==> src/rtl/tlpq_pkg.sv <==
// shared constants, codes and types of the three-level priority queue
package tlpq_pkg;

  localparam int CAPACITY = 8;
  localparam int ID_WIDTH = 16;
  localparam int LEVELS   = 3;

  localparam int TASK_W  = 16;
  localparam int PRI_W   = 2;
  localparam int LVL_W   = 2;
  localparam int KEEP_W  = (ID_WIDTH < TASK_W) ? ID_WIDTH : TASK_W;
  localparam int PTR_W   = (CAPACITY > 1) ? $clog2(CAPACITY) : 1;
  localparam int CNT_W   = $clog2(CAPACITY + 1);
  localparam int DEPTH   = LEVELS * CAPACITY;
  localparam int ADDR_W  = (DEPTH > 1) ? $clog2(DEPTH) : 1;

  typedef enum logic [1:0] {
    ST_OK     = 2'd0,
    ST_FULL   = 2'd1,
    ST_EMPTY  = 2'd2,
    ST_BADPRI = 2'd3
  } status_t;

  typedef enum logic [1:0] {
    OP_ENQ     = 2'd0,
    OP_ENQ_BAD = 2'd1,
    OP_DEQ     = 2'd2
  } op_t;

  typedef enum logic {
    BK_RUN   = 1'b0,
    BK_FETCH = 1'b1
  } bk_state_t;

  typedef struct packed {
    op_t               op;
    logic [LVL_W-1:0]  lvl;
    logic [KEEP_W-1:0] id;
  } cmd_t;

  typedef struct packed {
    logic             fetch;
    logic [CNT_W-1:0] total;
  } bk_stat_t;

endpackage

==> src/rtl/tlpq_front.sv <==
// front end: accepts input beats, decodes them and buffers commands in a two-entry queue
module tlpq_front import tlpq_pkg::*; (
  input  logic              clk,
  input  logic              rst_n,
  input  logic              in_valid,
  output logic              in_ready,
  input  logic              in_mode,
  input  logic [TASK_W-1:0] in_task_id,
  input  logic [PRI_W-1:0]  in_priority_req,
  output logic              cmd_valid,
  input  logic              cmd_ready,
  output cmd_t              cmd
);

  cmd_t       q_r [2];
  logic       wr_ptr_r, wr_ptr_nxt;
  logic       rd_ptr_r, rd_ptr_nxt;
  logic [1:0] cnt_r, cnt_nxt;
  logic       push, pop;
  cmd_t       dec;

  always_comb begin
    dec.id  = in_task_id[KEEP_W-1:0];
    dec.lvl = LVL_W'(in_priority_req - 2'd1);
    if (in_mode) begin
      dec.op = OP_DEQ;
    end else if (in_priority_req == '0) begin
      dec.op = OP_ENQ_BAD;
    end else begin
      dec.op = OP_ENQ;
    end
  end

  assign in_ready  = (cnt_r != 2'd2);
  assign cmd_valid = (cnt_r != 2'd0);
  assign cmd       = q_r[rd_ptr_r];
  assign push      = in_valid && in_ready;
  assign pop       = cmd_valid && cmd_ready;

  always_comb begin
    wr_ptr_nxt = push ? ~wr_ptr_r : wr_ptr_r;
    rd_ptr_nxt = pop ? ~rd_ptr_r : rd_ptr_r;
    case ({push, pop})
      2'b10:   cnt_nxt = cnt_r + 2'd1;
      2'b01:   cnt_nxt = cnt_r - 2'd1;
      default: cnt_nxt = cnt_r;
    endcase
  end

  always_ff @(posedge clk) begin
    if (!rst_n) begin
      wr_ptr_r <= 1'b0;
      rd_ptr_r <= 1'b0;
      cnt_r    <= 2'd0;
    end else begin
      wr_ptr_r <= wr_ptr_nxt;
      rd_ptr_r <= rd_ptr_nxt;
      cnt_r    <= cnt_nxt;
    end
  end

  always_ff @(posedge clk) begin
    if (push) begin
      q_r[wr_ptr_r] <= dec;
    end
  end

endmodule

==> src/rtl/tlpq_back.sv <==
// back end: per-level rings, counters, id store and the result register
module tlpq_back import tlpq_pkg::*; (
  input  logic              clk,
  input  logic              rst_n,
  input  logic              cmd_valid,
  output logic              cmd_ready,
  input  cmd_t              cmd,
  output logic              out_valid,
  input  logic              out_ready,
  output logic [TASK_W-1:0] out_task_id,
  output logic [1:0]        out_status,
  output bk_stat_t          stat
);

  bk_state_t         state_r, state_nxt;
  logic [PTR_W-1:0]  head_r [LEVELS];
  logic [PTR_W-1:0]  head_nxt [LEVELS];
  logic [PTR_W-1:0]  tail_r [LEVELS];
  logic [PTR_W-1:0]  tail_nxt [LEVELS];
  logic [CNT_W-1:0]  cnt_r [LEVELS];
  logic [CNT_W-1:0]  cnt_nxt [LEVELS];
  logic [CNT_W-1:0]  total_r, total_nxt;
  logic              out_valid_r, out_valid_nxt;
  logic [TASK_W-1:0] out_task_id_r, out_task_id_nxt;
  status_t           out_status_r, out_status_nxt;

  logic [KEEP_W-1:0] store_r [DEPTH];
  logic [KEEP_W-1:0] rd_data_r;
  logic [ADDR_W-1:0] mem_addr;
  logic              mem_we, mem_re;

  logic              out_free, pop, full;
  logic              deq_hit;
  logic [LVL_W-1:0]  deq_lvl;
  logic [PTR_W-1:0]  enq_pos, deq_pos;

  function automatic logic [PTR_W-1:0] ptr_advance(input logic [PTR_W-1:0] p);
    return (p == PTR_W'(CAPACITY - 1)) ? '0 : PTR_W'(p + 1'b1);
  endfunction

  function automatic logic [ADDR_W-1:0] ring_addr(input logic [LVL_W-1:0] lv,
                                                  input logic [PTR_W-1:0] pos);
    return ADDR_W'(ADDR_W'(lv) * ADDR_W'(CAPACITY) + ADDR_W'(pos));
  endfunction

  assign out_free = !out_valid_r || out_ready;
  assign full     = (total_r == CNT_W'(CAPACITY));

  // highest non-empty level wins
  always_comb begin
    deq_hit = 1'b1;
    deq_lvl = LVL_W'(2);
    if (cnt_r[2] != '0) begin
      deq_lvl = LVL_W'(2);
    end else if (cnt_r[1] != '0) begin
      deq_lvl = LVL_W'(1);
    end else if (cnt_r[0] != '0) begin
      deq_lvl = LVL_W'(0);
    end else begin
      deq_hit = 1'b0;
    end
  end

  always_comb begin
    case (deq_lvl)
      LVL_W'(0): deq_pos = head_r[0];
      LVL_W'(1): deq_pos = head_r[1];
      default:   deq_pos = head_r[2];
    endcase
    case (cmd.lvl)
      LVL_W'(0): enq_pos = tail_r[0];
      LVL_W'(1): enq_pos = tail_r[1];
      default:   enq_pos = tail_r[2];
    endcase
  end

  always_comb begin
    state_nxt       = state_r;
    head_nxt        = head_r;
    tail_nxt        = tail_r;
    cnt_nxt         = cnt_r;
    total_nxt       = total_r;
    out_valid_nxt   = out_valid_r && !out_ready;
    out_task_id_nxt = out_task_id_r;
    out_status_nxt  = out_status_r;
    cmd_ready       = 1'b0;
    mem_we          = 1'b0;
    mem_re          = 1'b0;
    mem_addr        = ring_addr(cmd.lvl, enq_pos);
    pop             = 1'b0;

    unique case (state_r)
      BK_RUN: begin
        cmd_ready = out_free;
        pop       = cmd_valid && out_free;
        if (pop) begin
          out_task_id_nxt = '0;
          unique case (cmd.op)
            OP_DEQ: begin
              if (deq_hit) begin
                mem_re    = 1'b1;
                mem_addr  = ring_addr(deq_lvl, deq_pos);
                total_nxt = total_r - 1'b1;
                for (int l = 0; l < LEVELS; l++) begin
                  if (deq_lvl == LVL_W'(l)) begin
                    head_nxt[l] = ptr_advance(head_r[l]);
                    cnt_nxt[l]  = cnt_r[l] - 1'b1;
                  end
                end
                state_nxt = BK_FETCH;
              end else begin
                out_valid_nxt  = 1'b1;
                out_status_nxt = ST_EMPTY;
              end
            end
            OP_ENQ: begin
              out_valid_nxt = 1'b1;
              if (full) begin
                out_status_nxt = ST_FULL;
              end else begin
                out_status_nxt = ST_OK;
                mem_we         = 1'b1;
                total_nxt      = total_r + 1'b1;
                for (int l = 0; l < LEVELS; l++) begin
                  if (cmd.lvl == LVL_W'(l)) begin
                    tail_nxt[l] = ptr_advance(tail_r[l]);
                    cnt_nxt[l]  = cnt_r[l] + 1'b1;
                  end
                end
              end
            end
            default: begin
              // full is reported ahead of a bad priority
              out_valid_nxt  = 1'b1;
              out_status_nxt = full ? ST_FULL : ST_BADPRI;
            end
          endcase
        end
      end
      BK_FETCH: begin
        // read data of the dequeue issued last cycle
        out_valid_nxt   = 1'b1;
        out_task_id_nxt = TASK_W'(rd_data_r);
        out_status_nxt  = ST_OK;
        state_nxt       = BK_RUN;
      end
      default: state_nxt = BK_RUN;
    endcase
  end

  always_ff @(posedge clk) begin
    if (!rst_n) begin
      state_r     <= BK_RUN;
      total_r     <= '0;
      out_valid_r <= 1'b0;
      for (int l = 0; l < LEVELS; l++) begin
        head_r[l] <= '0;
        tail_r[l] <= '0;
        cnt_r[l]  <= '0;
      end
    end else begin
      state_r     <= state_nxt;
      total_r     <= total_nxt;
      out_valid_r <= out_valid_nxt;
      head_r      <= head_nxt;
      tail_r      <= tail_nxt;
      cnt_r       <= cnt_nxt;
    end
  end

  always_ff @(posedge clk) begin
    out_task_id_r <= out_task_id_nxt;
    out_status_r  <= out_status_nxt;
  end

  always_ff @(posedge clk) begin
    if (mem_we) begin
      store_r[mem_addr] <= cmd.id;
    end
    if (mem_re) begin
      rd_data_r <= store_r[mem_addr];
    end
  end

  assign out_valid   = out_valid_r;
  assign out_task_id = out_task_id_r;
  assign out_status  = out_status_r;
  assign stat.fetch  = (state_r == BK_FETCH);
  assign stat.total  = total_r;

endmodule

==> src/rtl/three_level_priority_queue.sv <==
// top level of the three-level strict priority queue of task ids
//
//   channel | direction | handshake          | payload
//   --------+-----------+--------------------+-------------------------------------
//   in      | input     | in_valid/in_ready  | in_mode, in_task_id, in_priority_req
//   out     | output    | out_valid/out_ready| out_task_id, out_status
//
// an enqueue or a failed dequeue is answered directly by the back end, a successful
// dequeue passes the fetch state first: the id store has a registered read port
// a two-entry command queue lets input beats arrive while a result waits
// in_ready drops only when that queue holds two commands
// synchronous active-low reset empties all levels, the command queue and the result register
module three_level_priority_queue import tlpq_pkg::*; (
  input  logic              clk,
  input  logic              rst_n,
  input  logic              in_valid,
  output logic              in_ready,
  input  logic              in_mode,
  input  logic [TASK_W-1:0] in_task_id,
  input  logic [PRI_W-1:0]  in_priority_req,
  output logic              out_valid,
  input  logic              out_ready,
  output logic [TASK_W-1:0] out_task_id,
  output logic [1:0]        out_status
);

  logic     cmd_valid;
  logic     cmd_ready;
  cmd_t     cmd;
  bk_stat_t stat;

  tlpq_front u_front (
    .clk             (clk),
    .rst_n           (rst_n),
    .in_valid        (in_valid),
    .in_ready        (in_ready),
    .in_mode         (in_mode),
    .in_task_id      (in_task_id),
    .in_priority_req (in_priority_req),
    .cmd_valid       (cmd_valid),
    .cmd_ready       (cmd_ready),
    .cmd             (cmd)
  );

  tlpq_back u_back (
    .clk         (clk),
    .rst_n       (rst_n),
    .cmd_valid   (cmd_valid),
    .cmd_ready   (cmd_ready),
    .cmd         (cmd),
    .out_valid   (out_valid),
    .out_ready   (out_ready),
    .out_task_id (out_task_id),
    .out_status  (out_status),
    .stat        (stat)
  );

`ifndef SYNTH
  // a command is taken only when the result register can take its beat
  a_pop_needs_room: assert property (@(posedge clk) disable iff (!rst_n)
    (cmd_valid && cmd_ready) |-> (!out_valid || out_ready))
    else $error("command taken while result register is blocked");

  // a dequeue read is followed by an ok result
  a_fetch_result: assert property (@(posedge clk) disable iff (!rst_n)
    stat.fetch |=> (out_valid && out_status == ST_OK))
    else $error("dequeue read did not produce an ok result");

  // no command is taken during the read cycle
  a_fetch_stall: assert property (@(posedge clk) disable iff (!rst_n)
    stat.fetch |-> !cmd_ready)
    else $error("command taken during dequeue read");

  // shared capacity is never exceeded
  a_total_bound: assert property (@(posedge clk) disable iff (!rst_n)
    stat.total <= CNT_W'(CAPACITY))
    else $error("total count above capacity");
`endif

endmodule
==> config.mk <==
export PLATFORM = sky130hd
export DESIGN_NAME = three_level_priority_queue
export DESIGN_NICKNAME = d
export VERILOG_FILES = /design/src/rtl/tlpq_pkg.sv /design/src/rtl/tlpq_front.sv /design/src/rtl/tlpq_back.sv /design/src/rtl/three_level_priority_queue.sv
export SDC_FILE = /design/constraint.sdc
export NUM_CORES = 1
export LEC_CHECK = 0
export BUFFER_PORTS_ARGS = -buffer_cell sky130_fd_sc_hd__buf_4
export CAP_MARGIN = 25
export CORE_MARGIN = 2
export CORE_UTILIZATION = 60
export CTS_CLUSTER_SIZE = 40
export DETAILED_ROUTE_END_ITERATION = 8
export PLACE_DENSITY_LB_ADDON = 0.3
export SYNTH_ARGS = -nofsm -noshare
export SYNTH_HDL_FRONTEND = slang
export SYNTH_SLANG_ARGS = --single-unit
==> constraint.sdc <==
create_clock -name clk -period 4.3 [get_ports clk]
set_clock_uncertainty 0.05 [all_clocks]
set_input_delay 0.645 -clock clk [delete_from_list [all_inputs] [get_ports clk]]
set_output_delay 0.645 -clock clk [all_outputs]
set_load 0.05 [all_outputs]
==> results_dict.tcl <==
set metrics [dict create \
    placementRows 67 \
    area_delta_synth_final_pct 13.4 \
    ys_seq_area_frac 0.718 \
    cts_tree "done" \
    seq_area_sq_um 14600 \
    hpwl_um 27400 \
    ant_nets 0 \
    critPathLaunch "u_back.cnt_r[4]$_SDFFE_PN0P_" \
    fill_cells 2153 \
    numCtsBuffers 49 \
    grt_pass1_wl_um 67600 \
    power.leakage_nw 7.98 \
    multi_input_comb_area_sq_um 5410 \
    critPathSlowestCell "nor4_2" \
    setup_violations 0 \
    synthTopCellsByCount "458 x edfxtp_1, 129 x nand2_1, 107 x mux2i_1" \
    critPathKind "flip-flop to flip-flop" \
    cp.buffers_inverters 1 \
    avgRoutedWirePerCell_um 23.4 \
    post_cts_buffers 0 \
    numClockSinks 499 \
    dieArea_sq_um 35300 \
    r2r_cells 9 \
    fin_cells 1890 \
    r2r_end "u_back.rd_data_r[6]$_DFFE_PP_" \
    synth-edff-count 458 \
    hp-class "input pin to flip-flop" \
    clockBufferDepth 3 \
    whs_ns 0.222 \
    startpoint_type "flip-flop" \
    crit_path_end_kind "flip-flop" \
    clock_latency_ns 0.56 \
    ys.flop_type "edfxtp_1" \
    ctsHoldBuffers 0 \
    clkTransAtPathRegs_ns 0.06 \
    first_pass_iters 8 \
    drt-total-wl_um 44300 \
    avgSynthCellArea_sq_um 15.5 \
    synth-seq-cells 499 \
    fin_ws_ns 0.541 \
    syn-cell-area_sq_um 20300 \
    placed_cells 1801 \
    synth_nets 1359 \
    gp_congestion 0.827 \
    worst_slew_pin_slew_ns 0.752 \
    fin_tns_setup_ns 0 \
    yosysMostFrequentCell "edfxtp_1" \
    rsz0062_at_grt "false" \
    drtIter0Drc 1220 \
    holdPathStages 1 \
    die_height_um 188 \
    total_power_mw 15.7 \
    hold_violations 0 \
    status "finished clean" \
    antenna_found_initial 0 \
    nNetsFinal 1453 \
    synth_area_leaders "edfxtp_1 68%, mux2i_1 5.3%, dfxtp_1 4.0%" \
    yosys.area.top_type "edfxtp_1" \
    vdd_ir_drop_max_mv 0.467 \
    grt-ovfl-total 0 \
    grt_max_degree 53 \
    path_delay_family "simple AND/OR/NAND/NOR gates" \
    vias 11700 \
    power_density_nw_per_um2 682 \
    synth_cell_types 63 \
    track_usage 0.253 \
    r2r_slack_ns 0.54 \
    drive_gt1_frac 0.166 \
    drc 0 \
    async_flop_share 0 \
    synth_top_area_frac 0.677 \
    max_stage_delay_ns 0.62 \
    max_freq_mhz 266 \
    cts_root_buf "clkbuf_16" \
    crit_chain "nor4_2 -> nand3_2 -> and4b_1 -> or2_2 -> buf_12 -> a211oi_1 -> o21ai_0 -> a32oi_1 -> o21ai_1" \
    io_pins 43 \
    reg2reg_from "u_back.cnt_r[4]$_SDFFE_PN0P_" \
    hp-start "in_task_id[1]" \
    yosysWarnings 0 \
    initial_core_util 0.607 \
    core_sq_um 33400 \
    max-slew-margin-rel 0.498 \
    period_needed_ns 3.76 \
    maxSlewViolCount 0 \
    crit_required_ns 4.54 \
    cap_violations 0 \
    timing.final.crit_share 0.874 \
    cts_repair_resize_count 0 \
    grt_pass1_vias 11400 \
    whs_endpoint "u_front.q_r[0][1]$_DFFE_PP_" \
    post-place-ws_ns 0.575 \
    via_per_inst 6.20 \
    n_antenna_cell 0 \
    syn-instance-count 1310 \
    cp_max_fo 40 \
    cp.arrival_ns 4.00 \
    port-buffer-count 42 \
    die_w_um 188 \
    cts_max_level 2 \
]
## metal layers
metal	GRT usage	share of wire	up-vias	routed length (um)
li1	-	-	5244	-
met1	0.351	0.41	5812	18100
met2	0.398	0.47	560	20900
met3	0.0640	0.091	108	4040
met4	0.0827	0.028	0	1220
met5	0	0	-	0
## state kept, by name, summed over array words and instances, names as in the netlist, 4 cells and up, named ones only
signal              cells
u_back.rd_data_r       16
u_back.out_task_id     16
u_back.cnt_r           12
u_back.total_r          4
u_back.store_r        384
u_back.tail_r           9
u_back.head_r           9
u_front.q_r            40
## cells in the final DEF, fill, tap and decap left out, types with 29 or more instances in the layout
cell	n
mux2i_1	106
a21oi_1	30
nand3_1	71
and2_1	29
nand2_1	129
clkbuf_16	52
edfxtp_1	458
dfxtp_1	41
nor2_1	41
buf_4	100
## per-stage QoR
stage,area (sq um),utilization
5_1_grt,23000,0.688
3_3_place_gp,21500,0.642
4_1_cts,23000,0.688
6_report,23000,0.688
3_5_place_dp,21500,0.643
2_1_floorplan,20300,-
## area by class of cell
class / count / area share
clock inverter: 23 / 0.00609
timing repair buffer: 109 / 0.0402
sequential: 499 / 0.633
clock buffer: 66 / 0.0601
multi-input combinational: 736 / 0.235
inverter: 9 / 0.00147
tap: 448 / 0.0243
## how the worst max path moves through the flow
stage | endpoint | slack (ns) | cells after the start
after floorplan | u_back.store_r[0][0]$_DFFE_PP_ | 0.53 | 10
after global placement | u_back.rd_data_r[8]$_DFFE_PP_ | 0.67 | 13
after detailed placement | u_back.rd_data_r[6]$_DFFE_PP_ | 0.58 | 11
after CTS | u_back.rd_data_r[6]$_DFFE_PP_ | 0.62 | 10
after global routing | u_back.rd_data_r[7]$_DFFE_PP_ | 0.37 | 9
final | u_back.rd_data_r[6]$_DFFE_PP_ | 0.54 | 9
## where the power goes
part	internal [mW]	switching, mW
combinational	1.83	3.57
sequential	6.07	0.195
clock	2.31	1.73
total	10.2	5.49
## kinds of logic (layout without fill, tap and decap cells)
group,Yosys count,count (layout),synth area share
buffers and inverters,75,207,0.0178
multiplexers,148,148,0.0884
AO/OA/AOI/OAI,171,171,0.0592
flip-flops,499,499,0.718
adder cells (fa/ha/maj),26,26,0.0175
AND/OR/NAND/NOR,375,375,0.0926
XOR/XNOR,16,16,0.00690
## worst reg2reg max path: cells and delay by family (launching register included)
| family | cells | cell delay [ns] |
|---|---|---|
| AO/OA/AOI/OAI | 4 | 1.01 |
| flip-flops | 1 | 0.38 |
| buffers and inverters | 1 | 0.29 |
| AND/OR/NAND/NOR | 4 | 1.77 |
Power figures use the tool's default switching activity.
